==> src/bsel_pkg.sv <==
package bsel_pkg;

	localparam int ACTION_W = 2;
	localparam int TARGET_W = 3;
	localparam int COUNT_FIELD_W = 16;
	localparam int CFG_IDX_W = 1;
	localparam int CFG_DATA_W = 4;
	localparam int TIU_W = 4;
	localparam logic [TIU_W-1:0] TIU_RESET = 4'd3;

	typedef enum logic [ACTION_W-1:0] {
		ACT_SELECT  = 2'd0,
		ACT_RELEASE = 2'd1,
		ACT_HEALTH  = 2'd2,
		ACT_FAIL    = 2'd3
	} action_t;

	typedef enum logic [CFG_IDX_W-1:0] {
		REG_POLICY  = 1'b0,
		REG_TARGETS = 1'b1
	} cfg_reg_t;

	typedef enum logic {
		POLICY_RR = 1'b0,
		POLICY_LC = 1'b1
	} policy_t;

	typedef struct packed {
		action_t               action;
		logic [TARGET_W-1:0]   target_index;
		logic                  health_value;
	} item_t;

	typedef struct packed {
		logic                     granted;
		logic [TARGET_W-1:0]      chosen_target;
		logic [COUNT_FIELD_W-1:0] target_count;
		logic                     target_healthy;
	} result_t;

	// Control half of the beat that walks along the row of cells.
	typedef struct packed {
		logic                tok;
		action_t             action;
		logic [TARGET_W-1:0] target_index;
		logic                health_value;
		logic                hi_found;
		logic                lo_found;
		logic                lc_found;
		logic                hit;
		logic                hit_health;
	} ctl_t;

endpackage

==> src/bsel_cell.sv <==
module bsel_cell #(
	parameter int MAX_TARGETS = 8,
	parameter int COUNT_WIDTH = 16,
	parameter int CELL_ID = 0,
	localparam int PTR_W = $clog2(MAX_TARGETS),
	localparam int LIVE_W = $clog2(MAX_TARGETS + 1)
) (
	input  logic                   clk,
	input  logic                   arst_n,
	input  logic [LIVE_W-1:0]      live,
	input  logic [PTR_W-1:0]       start_ptr,
	input  logic                   grant,
	input  logic [PTR_W-1:0]       grant_idx,
	input  bsel_pkg::ctl_t         prev_ctl,
	input  logic [PTR_W-1:0]       prev_hi_idx,
	input  logic [PTR_W-1:0]       prev_lo_idx,
	input  logic [PTR_W-1:0]       prev_lc_idx,
	input  logic [COUNT_WIDTH-1:0] prev_hi_cnt,
	input  logic [COUNT_WIDTH-1:0] prev_lo_cnt,
	input  logic [COUNT_WIDTH-1:0] prev_lc_cnt,
	input  logic [COUNT_WIDTH-1:0] prev_hit_cnt,
	output bsel_pkg::ctl_t         next_ctl,
	output logic [PTR_W-1:0]       next_hi_idx,
	output logic [PTR_W-1:0]       next_lo_idx,
	output logic [PTR_W-1:0]       next_lc_idx,
	output logic [COUNT_WIDTH-1:0] next_hi_cnt,
	output logic [COUNT_WIDTH-1:0] next_lo_cnt,
	output logic [COUNT_WIDTH-1:0] next_lc_cnt,
	output logic [COUNT_WIDTH-1:0] next_hit_cnt
);
	import bsel_pkg::*;

	localparam logic [PTR_W-1:0] MY_IDX = PTR_W'(CELL_ID);

	logic                   health_q;
	logic [COUNT_WIDTH-1:0] count_q;

	ctl_t                   ctl_d, ctl_q;
	logic [PTR_W-1:0]       hi_idx_d, lo_idx_d, lc_idx_d;
	logic [PTR_W-1:0]       hi_idx_q, lo_idx_q, lc_idx_q;
	logic [COUNT_WIDTH-1:0] hi_cnt_d, lo_cnt_d, lc_cnt_d, hit_cnt_d;
	logic [COUNT_WIDTH-1:0] hi_cnt_q, lo_cnt_q, lc_cnt_q, hit_cnt_q;
	logic                   upd;
	logic                   upd_health;
	logic [COUNT_WIDTH-1:0] upd_cnt;
	logic                   part;
	logic                   addressed;
	logic [COUNT_WIDTH-1:0] dec_cnt;

	assign part = CELL_ID < int'(live);
	assign addressed = int'(prev_ctl.target_index) == CELL_ID;
	assign dec_cnt = (count_q != '0) ? count_q - COUNT_WIDTH'(1) : count_q;

	always_comb begin
		ctl_d = prev_ctl;
		hi_idx_d = prev_hi_idx;
		lo_idx_d = prev_lo_idx;
		lc_idx_d = prev_lc_idx;
		hi_cnt_d = prev_hi_cnt;
		lo_cnt_d = prev_lo_cnt;
		lc_cnt_d = prev_lc_cnt;
		hit_cnt_d = prev_hit_cnt;
		upd = 1'b0;
		upd_health = health_q;
		upd_cnt = count_q;
		if (prev_ctl.tok) begin
			if (prev_ctl.action == ACT_SELECT) begin
				if (part && health_q) begin
					// First healthy target at or after the round-robin start.
					if (!prev_ctl.hi_found && CELL_ID >= int'(start_ptr)) begin
						ctl_d.hi_found = 1'b1;
						hi_idx_d = MY_IDX;
						hi_cnt_d = count_q;
					end
					// First healthy target overall, used when the scan wraps.
					if (!prev_ctl.lo_found) begin
						ctl_d.lo_found = 1'b1;
						lo_idx_d = MY_IDX;
						lo_cnt_d = count_q;
					end
					// Strict compare keeps the lowest index on a tie.
					if (!prev_ctl.lc_found || count_q < prev_lc_cnt) begin
						ctl_d.lc_found = 1'b1;
						lc_idx_d = MY_IDX;
						lc_cnt_d = count_q;
					end
				end
			end else if (addressed) begin
				upd = 1'b1;
				unique case (prev_ctl.action)
					ACT_HEALTH: begin
						upd_health = prev_ctl.health_value;
					end
					ACT_FAIL: begin
						upd_health = 1'b0;
						upd_cnt = dec_cnt;
					end
					ACT_RELEASE: begin
						upd_cnt = dec_cnt;
					end
					ACT_SELECT: begin
					end
				endcase
				ctl_d.hit = 1'b1;
				ctl_d.hit_health = upd_health;
				hit_cnt_d = upd_cnt;
			end
		end
	end

	always_ff @(posedge clk or negedge arst_n) begin
		if (!arst_n) begin
			health_q <= 1'b1;
			count_q <= '0;
		end else if (upd) begin
			health_q <= upd_health;
			count_q <= upd_cnt;
		end else if (grant && grant_idx == MY_IDX && count_q != '1) begin
			count_q <= count_q + COUNT_WIDTH'(1);
		end
	end

	always_ff @(posedge clk or negedge arst_n) begin
		if (!arst_n) begin
			ctl_q <= '0;
		end else begin
			ctl_q <= ctl_d;
		end
	end

	always_ff @(posedge clk) begin
		hi_idx_q <= hi_idx_d;
		lo_idx_q <= lo_idx_d;
		lc_idx_q <= lc_idx_d;
		hi_cnt_q <= hi_cnt_d;
		lo_cnt_q <= lo_cnt_d;
		lc_cnt_q <= lc_cnt_d;
		hit_cnt_q <= hit_cnt_d;
	end

	assign next_ctl = ctl_q;
	assign next_hi_idx = hi_idx_q;
	assign next_lo_idx = lo_idx_q;
	assign next_lc_idx = lc_idx_q;
	assign next_hi_cnt = hi_cnt_q;
	assign next_lo_cnt = lo_cnt_q;
	assign next_lc_cnt = lc_cnt_q;
	assign next_hit_cnt = hit_cnt_q;

endmodule

==> src/backend_selector_rr_least_conn.sv <==
// Backend target selector, round robin or least active connections.
// An item is taken at a rising edge with start high and busy low. Its beat
// then walks a row of MAX_TARGETS cells, one cell per cycle; each cell holds
// one target's health bit and connection count, applies release, health and
// fail items addressed to it, and folds its target into the running choice
// for a select. The end of the row grants the winner, whose count then rises.
// done is high for exactly one cycle, registered from the beat at the end of the
// row, with the result on result; the receiver cannot hold it off.
// busy stays high while the beat is in the row, so a new item is taken only
// once the beat has left the row of cells.
// Configuration writes (cfg_we, cfg_index, cfg_data) land at the next edge
// and are to be made only while the block is idle.
// Reset makes every target healthy with a count of zero, the round-robin
// pointer zero, the policy round robin and three targets in use.
module backend_selector_rr_least_conn #(
	parameter int MAX_TARGETS = 8,
	parameter int COUNT_WIDTH = 16
) (
	input  logic                                clk,
	input  logic                                arst_n,
	input  logic                                start,
	output logic                                busy,
	input  bsel_pkg::item_t                     item,
	output logic                                done,
	output bsel_pkg::result_t                   result,
	input  logic                                cfg_we,
	input  logic [bsel_pkg::CFG_IDX_W-1:0]      cfg_index,
	input  logic [bsel_pkg::CFG_DATA_W-1:0]     cfg_data
);
	import bsel_pkg::*;

	localparam int PTR_W = $clog2(MAX_TARGETS);
	localparam int LIVE_W = $clog2(MAX_TARGETS + 1);

	logic                   policy_q;
	logic [TIU_W-1:0]       tiu_q;
	logic [PTR_W-1:0]       rr_q;
	logic                   done_q;
	result_t                result_q;

	logic [LIVE_W-1:0]      live;
	logic [PTR_W-1:0]       start_ptr;
	logic                   accept;

	ctl_t                   chain_ctl [MAX_TARGETS+1];
	logic [PTR_W-1:0]       chain_hi_idx [MAX_TARGETS+1];
	logic [PTR_W-1:0]       chain_lo_idx [MAX_TARGETS+1];
	logic [PTR_W-1:0]       chain_lc_idx [MAX_TARGETS+1];
	logic [COUNT_WIDTH-1:0] chain_hi_cnt [MAX_TARGETS+1];
	logic [COUNT_WIDTH-1:0] chain_lo_cnt [MAX_TARGETS+1];
	logic [COUNT_WIDTH-1:0] chain_lc_cnt [MAX_TARGETS+1];
	logic [COUNT_WIDTH-1:0] chain_hit_cnt [MAX_TARGETS+1];

	ctl_t                   fin;
	logic                   found;
	logic [PTR_W-1:0]       widx;
	logic [COUNT_WIDTH-1:0] wcnt;
	logic [COUNT_WIDTH-1:0] wcnt_inc;
	logic                   grant;
	logic [COUNT_WIDTH-1:0] out_cnt;
	logic [PTR_W-1:0]       out_idx;
	logic [COUNT_FIELD_W+COUNT_WIDTH-1:0] cnt_wide;
	logic [TARGET_W+PTR_W-1:0]            idx_wide;
	logic                   busy_any;

	always_comb begin
		if (tiu_q == '0) begin
			live = LIVE_W'(1);
		end else if (int'(tiu_q) > MAX_TARGETS) begin
			live = LIVE_W'(MAX_TARGETS);
		end else begin
			live = LIVE_W'(tiu_q);
		end
	end

	assign start_ptr = (int'(rr_q) < int'(live)) ? rr_q : '0;
	assign accept = start && !busy;

	always_comb begin
		chain_ctl[0] = '0;
		chain_ctl[0].tok = accept;
		chain_ctl[0].action = item.action;
		chain_ctl[0].target_index = item.target_index;
		chain_ctl[0].health_value = item.health_value;
	end
	assign chain_hi_idx[0] = '0;
	assign chain_lo_idx[0] = '0;
	assign chain_lc_idx[0] = '0;
	assign chain_hi_cnt[0] = '0;
	assign chain_lo_cnt[0] = '0;
	assign chain_lc_cnt[0] = '0;
	assign chain_hit_cnt[0] = '0;

	for (genvar g = 0; g < MAX_TARGETS; g++) begin : g_cell
		bsel_cell #(
			.MAX_TARGETS(MAX_TARGETS),
			.COUNT_WIDTH(COUNT_WIDTH),
			.CELL_ID(g)
		) u_cell (
			.clk(clk),
			.arst_n(arst_n),
			.live(live),
			.start_ptr(start_ptr),
			.grant(grant),
			.grant_idx(widx),
			.prev_ctl(chain_ctl[g]),
			.prev_hi_idx(chain_hi_idx[g]),
			.prev_lo_idx(chain_lo_idx[g]),
			.prev_lc_idx(chain_lc_idx[g]),
			.prev_hi_cnt(chain_hi_cnt[g]),
			.prev_lo_cnt(chain_lo_cnt[g]),
			.prev_lc_cnt(chain_lc_cnt[g]),
			.prev_hit_cnt(chain_hit_cnt[g]),
			.next_ctl(chain_ctl[g+1]),
			.next_hi_idx(chain_hi_idx[g+1]),
			.next_lo_idx(chain_lo_idx[g+1]),
			.next_lc_idx(chain_lc_idx[g+1]),
			.next_hi_cnt(chain_hi_cnt[g+1]),
			.next_lo_cnt(chain_lo_cnt[g+1]),
			.next_lc_cnt(chain_lc_cnt[g+1]),
			.next_hit_cnt(chain_hit_cnt[g+1])
		);
	end

	always_comb begin
		busy_any = 1'b0;
		for (int i = 1; i <= MAX_TARGETS; i++) begin
			busy_any = busy_any | chain_ctl[i].tok;
		end
	end
	assign busy = busy_any;

	assign fin = chain_ctl[MAX_TARGETS];

	always_comb begin
		if (policy_q == POLICY_LC) begin
			found = fin.lc_found;
			widx = chain_lc_idx[MAX_TARGETS];
			wcnt = chain_lc_cnt[MAX_TARGETS];
		end else if (fin.hi_found) begin
			found = 1'b1;
			widx = chain_hi_idx[MAX_TARGETS];
			wcnt = chain_hi_cnt[MAX_TARGETS];
		end else begin
			// Nothing healthy from the pointer onwards: wrap to the start.
			found = fin.lo_found;
			widx = chain_lo_idx[MAX_TARGETS];
			wcnt = chain_lo_cnt[MAX_TARGETS];
		end
	end

	assign wcnt_inc = (wcnt == '1) ? wcnt : wcnt + COUNT_WIDTH'(1);
	assign grant = fin.tok && fin.action == ACT_SELECT && found;

	always_comb begin
		if (fin.action == ACT_SELECT) begin
			out_cnt = found ? wcnt_inc : '0;
			out_idx = found ? widx : '0;
		end else begin
			out_cnt = fin.hit ? chain_hit_cnt[MAX_TARGETS] : '0;
			out_idx = '0;
		end
	end
	assign cnt_wide = {{COUNT_FIELD_W{1'b0}}, out_cnt};
	assign idx_wide = {{TARGET_W{1'b0}}, out_idx};

	always_ff @(posedge clk or negedge arst_n) begin
		if (!arst_n) begin
			policy_q <= POLICY_RR;
			tiu_q <= TIU_RESET;
		end else if (cfg_we) begin
			unique case (cfg_index)
				REG_POLICY: policy_q <= cfg_data[0];
				REG_TARGETS: tiu_q <= cfg_data[TIU_W-1:0];
			endcase
		end
	end

	always_ff @(posedge clk or negedge arst_n) begin
		if (!arst_n) begin
			rr_q <= '0;
			done_q <= 1'b0;
		end else begin
			done_q <= fin.tok;
			if (grant && policy_q == POLICY_RR) begin
				if (int'(widx) + 1 < int'(live)) begin
					rr_q <= widx + PTR_W'(1);
				end else begin
					rr_q <= '0;
				end
			end
		end
	end

	always_ff @(posedge clk) begin
		if (fin.tok) begin
			result_q.target_count <= cnt_wide[COUNT_FIELD_W-1:0];
			if (fin.action == ACT_SELECT) begin
				result_q.granted <= found;
				result_q.chosen_target <= idx_wide[TARGET_W-1:0];
				result_q.target_healthy <= found;
			end else begin
				result_q.granted <= 1'b0;
				result_q.chosen_target <= fin.target_index;
				result_q.target_healthy <= fin.hit && fin.hit_health;
			end
		end
	end

	assign done = done_q;
	assign result = result_q;

endmodule
==> config.mk <==
export PLATFORM = sky130hd
export DESIGN_NAME = backend_selector_rr_least_conn
export DESIGN_NICKNAME = d
export VERILOG_FILES = /design/src/bsel_pkg.sv /design/src/bsel_cell.sv /design/src/backend_selector_rr_least_conn.sv
export SDC_FILE = /design/constraint.sdc
export NUM_CORES = 2
export LEC_CHECK = 0
export ABC_AREA = 1
export ABC_CLOCK_PERIOD_IN_PS = 2670
export BUFFER_PORTS_ARGS = -buffer_cell sky130_fd_sc_hd__buf_2
export CAP_MARGIN = 40
export CORE_UTILIZATION = 40
export DETAILED_ROUTE_END_ITERATION = 10
export PLACE_DENSITY = 0.58
export SLEW_MARGIN = 30
export SYNTH_ARGS = -nofsm -noshare
export SYNTH_HDL_FRONTEND = slang
export SYNTH_SLANG_ARGS = --single-unit
==> constraint.sdc <==
create_clock -name clk -period 2.67 [get_ports clk]
set_input_delay 0.1335 -clock clk [delete_from_list [all_inputs] [get_ports clk]]
set_output_delay 0.1335 -clock clk [all_outputs]
set_load 0.05 [all_outputs]
## Word level (Yosys, flattened, before mapping)

Cells that the tools add are included.
Widths: inputs -> output; s select.

| storage, ports and cells | value |
|---|---|
| register bits | 820 |
| input port bits | 15 |
| word-level logic and storage cells | 734 |

| cells by class | value |
|---|---|
| add/sub/neg operators | 19 |
| magnitude comparators | 25 |
| eq/ne operators | 71 |
| muxes and demuxes | 339 |
| bitwise operators | 19 |
| reductions and logical operators | 114 |

Operator list:

| kind | number |
|---|---|
| $mux 16 | 167 |
| $mux 3 | 94 |
| $add 16x1->16 const B | 9 |
| $ne 16x16->1 const B | 8 |
| $reduce_bool 16->1 | 8 |
| $sub 16x1->16 const B | 8 |
| $lt 16x16->1 | 7 |
| $reduce_and 4->1 | 17 |
| $ne 2x2->1 const B | 24 |
| $mux 1 | 44 |
| $mux 5 | 8 |
| $logic_and 1x1->1 | 35 |
| $eq 2x2->1 const B | 16 |
| $mux 2 | 16 |
| $eq 3x3->1 const B | 8 |
| $logic_not 2->1 | 9 |
| $eq 16x16->1 const B | 1 |
| $eq 2x1->1 const B | 8 |
| $lt 3x4->1 const A | 4 |
| $pmux 1 s2 | 8 |
| $reduce_bool 2->1 | 8 |
| $reduce_or 2->1 | 8 |
| $logic_not 1->1 | 14 |
| $eq 3x2->1 const B | 4 |
| 20 further kinds | 54 |

## Logic depth before layout (Yosys ltp)

| depth | value |
|---|---|
| depth in word-level cells | 12 |
| depth in mapped cells | 17 |
| gate-level depth less buffers | 15 |

## By module

A second synthesis with hierarchy kept.

| second synthesis, totals | value |
|---|---|
| cell total of the unflattened synthesis | 5663 |
| area total of the unflattened synthesis | 41305.9 um^2 |

By module, submodules not included:

| module | times used | cells each | area an instance (um^2) | sequential area each (um^2) |
|---|---|---|---|---|
| bsel_cell at g_cell[0].u_cell | 1 | 683 | 5007.3 | 2188.3 |
| bsel_cell at g_cell[6].u_cell | 1 | 658 | 4924.7 | 2188.3 |
| bsel_cell at g_cell[2].u_cell | 1 | 672 | 4877.2 | 2188.3 |
| bsel_cell at g_cell[1].u_cell | 1 | 659 | 4857.2 | 2188.3 |
| bsel_cell at g_cell[7].u_cell | 1 | 646 | 4802.1 | 2188.3 |
| bsel_cell at g_cell[4].u_cell | 1 | 658 | 4785.8 | 2188.3 |
| bsel_cell at g_cell[5].u_cell | 1 | 659 | 4784.6 | 2188.3 |
| bsel_cell at g_cell[3].u_cell | 1 | 652 | 4783.3 | 2188.3 |
| backend_selector_rr_least_conn | 1 | 376 | 2483.6 | 858.3 |

## Worst setup path after synthesis

Ideal clock, no wire load.

| path | value |
|---|---|
| path kind | register -> register |
| from | reg policy_q |
| to | reg g_cell[3].u_cell.count_q[11] |
| arrival | 2.219 ns |
| data required time | 2.540 ns |
| path slack | 0.321 ns |
| stages on the path, launching flop included | 17 |
| buffers on the path | 4 |
| cell sequence | dfrtp_1 > buf_6 > inv_8 > buf_6 > buf_2 > nand3_1 > o21ai_1 > inv_1 > ha_1 > ha_1 > nand2_1 > nor2_2 > nor2_4 > inv_4 > buf_6 > nand2_1 > nand3_1 |

| on the way | value |
|---|---|
| word-level cells in the longest chain between the ends | 6 |
| elaborated cells between the ends (all ways) | 8 |
| those cells by class | eq/ne (1); mux (2); reduce/logical (5) |

RTL lines:

| what | line | source |
|---|---|---|
| start, declared | backend_selector_rr_least_conn.sv:35 | `logic policy_q;` |
| start signal, assigned | backend_selector_rr_least_conn.sv:173 | `REG_POLICY: policy_q <= cfg_data[0];` |
| $mux 3 or $mux 1 (tied branches) | backend_selector_rr_least_conn.sv:136 | `if (policy_q == POLICY_LC) begin` |
| $eq 3x2->1 or $logic_and 1x1->1 (tied branches) | bsel_cell.sv:118, backend_selector_rr_least_conn.sv:153 |  |
| $logic_and 1x1->1 * (2 in a row) | bsel_cell.sv:118 | `end else if (grant && grant_idx == MY_IDX && count_q != '1) begin` |
| $reduce_bool 2->1 (no line) * | n/a |  |
| $reduce_and 4->1 (no line) * | n/a |  |
| end signal, assigned | bsel_cell.sv:117 | `count_q <= upd_cnt;` |
| end signal, assigned | bsel_cell.sv:119 | `count_q <= count_q + COUNT_WIDTH'(1);` |
| end, declared | bsel_cell.sv:36 | `logic [COUNT_WIDTH-1:0] count_q;` |

Mark *: on every way between the ends. The rest lies on a longest branch, timed or not.
A chain may end at the register's enable or synchronous reset.

## Final worst setup path

| path | value |
|---|---|
| from | reg g_cell[7].u_cell.ctl_q (netlist bit g_cell[7].u_cell.next_ctl[4]) |
| to | reg g_cell[3].u_cell.count_q[6] |

| on the way | value |
|---|---|
| word-level cells in the longest chain between the ends | 7 |
| elaborated cells between the ends (all ways) | 10 |
| those cells by class | eq/ne (1); mux (4); reduce/logical (5) |

RTL lines:

| what | line | source |
|---|---|---|
| start, declared | bsel_cell.sv:38 | `ctl_t ctl_d, ctl_q;` |
| start signal, assigned | bsel_cell.sv:127 | `ctl_q <= ctl_d;` |
| $mux 3 or $mux 1 (tied branches) | backend_selector_rr_least_conn.sv:140 | `end else if (fin.hi_found) begin` |
| $mux 3 or $mux 1 (tied branches) | backend_selector_rr_least_conn.sv:136 |  |
| $eq 3x2->1 or $logic_and 1x1->1 (tied branches) | bsel_cell.sv:118, backend_selector_rr_least_conn.sv:153 |  |
| $logic_and 1x1->1 * (2 in a row) | bsel_cell.sv:118 |  |
| $reduce_bool 2->1 (no line) * | n/a |  |
| $reduce_and 4->1 (no line) * | n/a |  |

Marked as above.

==> impl_metrics.env <==
export IMPL_status="finished clean"
export IMPL_critical_path_slowest_cell="dfrtp_1"
export IMPL_grt_use_met2=0.438
export IMPL_dieHeight_um=313
export IMPL_syn_area_per_cell_um2=7.44
export IMPL_critPathKind="reg -> reg"
export IMPL_ioPinCount=38
export IMPL_synth_top_area_share=0.282
export IMPL_crit_required_ps=3230
export IMPL_drv_slew=0
export IMPL_dp_hpwl_um=99000
export IMPL_vdd_drop_max_v=0.000644
export IMPL_wirelength_um=129000
export IMPL_grt_pass1_wl_um=197000
export IMPL_synth_distinct_cells=63
export IMPL_drtPass1Iterations=6
export IMPL_use_met3=0.0278
export IMPL_synth_edf_count=21
export IMPL_clockBufferDepth=3
export IMPL_gpl_final_weighted_congestion=0.985
export IMPL_cts_htree_levels=3
export IMPL_grt_antenna_before_repair=0
export IMPL_final_nets=5468
export IMPL_start_util=0.406
export IMPL_endpoint="g_cell[3].u_cell.count_q[6]"
export IMPL_clk_pin_slew_ps=60
export IMPL_worstRegToRegCells=13
export IMPL_insertion_delay_ps=660
export IMPL_cp_depth=13
export IMPL_reg2reg_setup_slack_ps=170
export IMPL_yosysSeqAreaShare=0.451
export IMPL_startpoint="g_cell[7].u_cell.next_ctl[4]"
export IMPL_netlist_area_um2=38800
export IMPL_finish_utilization=0.463
export IMPL_dp_worst_setup_slack_ps=76.0
export IMPL_hold_violations=0
export IMPL_synthTopCellsByArea="dfxtp_1 28%, nand2_1 15%, dfrtp_1 15%"
export IMPL_p_leak_nw=20.6
export IMPL_cts_tree="done"
export IMPL_fin_skew_ps=30.2
export IMPL_layout_setup_ws_ps=166
export IMPL_rows=113
export IMPL_arrival_ps=3060
export IMPL_crit_chain="buf_4, nand2_1, nand3_1, o21ai_1, inv_1, ha_1, ha_1, nand2_1, nor2_2, nor2_4, buf_4, nor2_1, a21boi_0"
export IMPL_grt_max_degree=80
export IMPL_layout_cells_non_filler=6648
export IMPL_synth_common_cells="1590 x nand2_1, 547 x dfxtp_1, 470 x inv_1"
export IMPL_drt_iter0_drc=3032
export IMPL_async_reset_ff_frac=0.294
export IMPL_ys_warn_count=0
export IMPL_routedWlPerCell_um=19.4
export IMPL_yosysTopAreaCell="dfxtp_1"
export IMPL_vias=34300
export IMPL_final_min_clock_period_ps=2500
export IMPL_maxSlewHeadroom=0.469
export IMPL_area_delta_synth_final_pct=13.9
export IMPL_max_freq_ghz=0.399
export IMPL_r2r_end="g_cell[3].u_cell.count_q[6]"
export IMPL_postCtsSetupBuffers=0
export IMPL_ant_nets=0
export IMPL_final_layout_size_suffix_gt1_frac=0.100
export IMPL_yosys_cell_count_top_type="nand2_1"
export IMPL_portBuffers=37
export IMPL_r2r_start="g_cell[7].u_cell.next_ctl[4]"
export IMPL_grt_busiest_layer="met2"
export IMPL_drc=0
export IMPL_slowest_delay_ps=410
export IMPL_placed_cells=6468
export IMPL_num_fill_cells=9688
export IMPL_critPathTopFamily="simple AND/OR/NAND/NOR gates"
export IMPL_worst_slew_pin_slew_ps=792
export IMPL_final_area_um2=44200
export IMPL_fp_dieW_um=313
export IMPL_grt_pass1_vias=32600
export IMPL_crit_path_max_fanout=8
export IMPL_critical_path_endpoint_type="flip-flop"
export IMPL_hold_path_class="in -> async"
export IMPL_synth_nets=5367
export IMPL_synth_main_ff_cell="dfxtp_1"
export IMPL_core_um2=95400
export IMPL_numCtsBuffers=86
export IMPL_ys_ff_latch=804
export IMPL_cts_root_buf="clkbuf_16"
export IMPL_timing_final_crit_share=0.938
export IMPL_overflow=0
export IMPL_powerDensity_nw_per_um2=919
export IMPL_crit_buf_inv=3
export IMPL_post_dp_cell_area_um2=40900
export IMPL_antenna_cells=0
export IMPL_dieArea_um2=98200
export IMPL_maxCapViolCount=0
export IMPL_startpoint_type="flip-flop"
export IMPL_setup_viol=0
export IMPL_tns_ps=0
export IMPL_grtUsageTotal=0.261
export IMPL_vias_per_cell=5.16
export IMPL_grtUsageMet1=0.341
export IMPL_synth_cells=5211
export IMPL_cts_sinks=804
## timing repair
| item | CTS | global route |
|---|---|---|
| gates resized for setup | 0 | 8 |
| endpoints found under the setup margin | 0 | 27 |
| endpoints found under the hold margin | 241 | 0 |
| hold buffers | 21 | 0 |
## placed cells by master (no fill, tap or decap), types with 21 or more instances in the layout
| cell type | n |
|---|---|
| a21oi_1 | 147 |
| a31oi_1 | 21 |
| buf_2 | 37 |
| buf_4 | 180 |
| clkbuf_16 | 92 |
| dfrtp_1 | 225 |
| dfxtp_1 | 547 |
| dlygate4sd3_1 | 21 |
| edfxtp_1 | 21 |
| ha_1 | 140 |
| inv_1 | 469 |
| nand2_1 | 1590 |
| nand3_1 | 386 |
| nand3_2 | 21 |
| nand4_1 | 93 |
| nor2_1 | 437 |
| nor3_1 | 68 |
| o21ai_0 | 400 |
| o21ai_1 | 44 |
| or2_2 | 37 |
| xor2_1 | 146 |
## sequential cells by signal, summed over array words and instances, names as in the netlist, 4 cells and up
name                        flops
g_cell.u_cell.next_lo_idx      17
g_cell.u_cell.health_q          8
g_cell.u_cell.count_q         128
result                         21
g_cell.u_cell.next_hi_idx      17
g_cell.u_cell.next_hi_cnt     128
tiu_q                           4
g_cell.u_cell.next_lo_cnt     128
g_cell.u_cell.next_ctl         91
g_cell.u_cell.next_lc_cnt     112
g_cell.u_cell.next_lc_idx      17
g_cell.u_cell.next_hit_cnt    128
## worst register-to-register path, stage by stage, from the launching register on
cell,delay (ps)
dfrtp_1,410
buf_4,170
nand2_1,50
nand3_1,70
o21ai_1,190
inv_1,160
ha_1,240
ha_1,180
nand2_1,240
nor2_2,150
nor2_4,130
buf_4,200
nor2_1,50
a21boi_0,180
## stage by stage
stage	power (mW)	hold slack, ps
5_1_grt	43.0	44.7
4_1_cts	40.6	10.2
6_report	40.6	16.9
2_1_floorplan	23.8	-162
3_5_place_dp	28.1	121
3_3_place_gp	28.0	115
## where the power goes
group / switching, mW / total, mW / internal (mW) / leakage [nW]
clock: 5.22 / 12.5 / 7.26 / 1.47
combinational: 8.23 / 12.6 / 4.35 / 11.6
sequential: 2.01 / 15.5 / 13.5 / 7.58
total: 15.5 / 40.6 / 25.1 / 20.6
## worst min-delay path by stage
stage | cells after the start | endpoint | slack (ps)
floorplan | 0 | done | -160
global placement | 1 | g_cell[2].u_cell.count_q[4] | 110
detailed placement | 1 | g_cell[2].u_cell.count_q[4] | 120
CTS | 2 | g_cell[2].u_cell.count_q[4] | 10
global route | 2 | g_cell[2].u_cell.count_q[4] | 40
finish | 2 | g_cell[2].u_cell.count_q[4] | 20
## cell families (layout without fill, tap and decap cells)
logic type | after synthesis | after routing | share of synthesized area
compound gates | 657 | 657 | 0.0893
xor+xnor | 146 | 146 | 0.0330
fa+ha+maj | 141 | 141 | 0.0455
buf+inv | 739 | 911 | 0.0791
flops | 804 | 804 | 0.451
simple gates | 2724 | 2724 | 0.302
## metal layers
layer	part of all wire	wire, µm	up-vias
li1	-	-	16900
met1	0.43	55400	16000
met2	0.47	61200	1158
met3	0.052	6770	279
met4	0.044	5630	0
met5	0	0	-
## area by class of cell
type / count / area [µm²] / share of cell area
Clock inverter: 46 / 489 / 0.0111
Clock buffer: 113 / 2500 / 0.0566
Sequential cell: 804 / 17500 / 0.396
Timing Repair Buffer: 248 / 1940 / 0.0440
Tap cell: 1265 / 1580 / 0.0358
Inverter: 504 / 1900 / 0.0431
Multi-Input combinational cell: 3668 / 18200 / 0.413
Power figures use the tool's default switching activity.
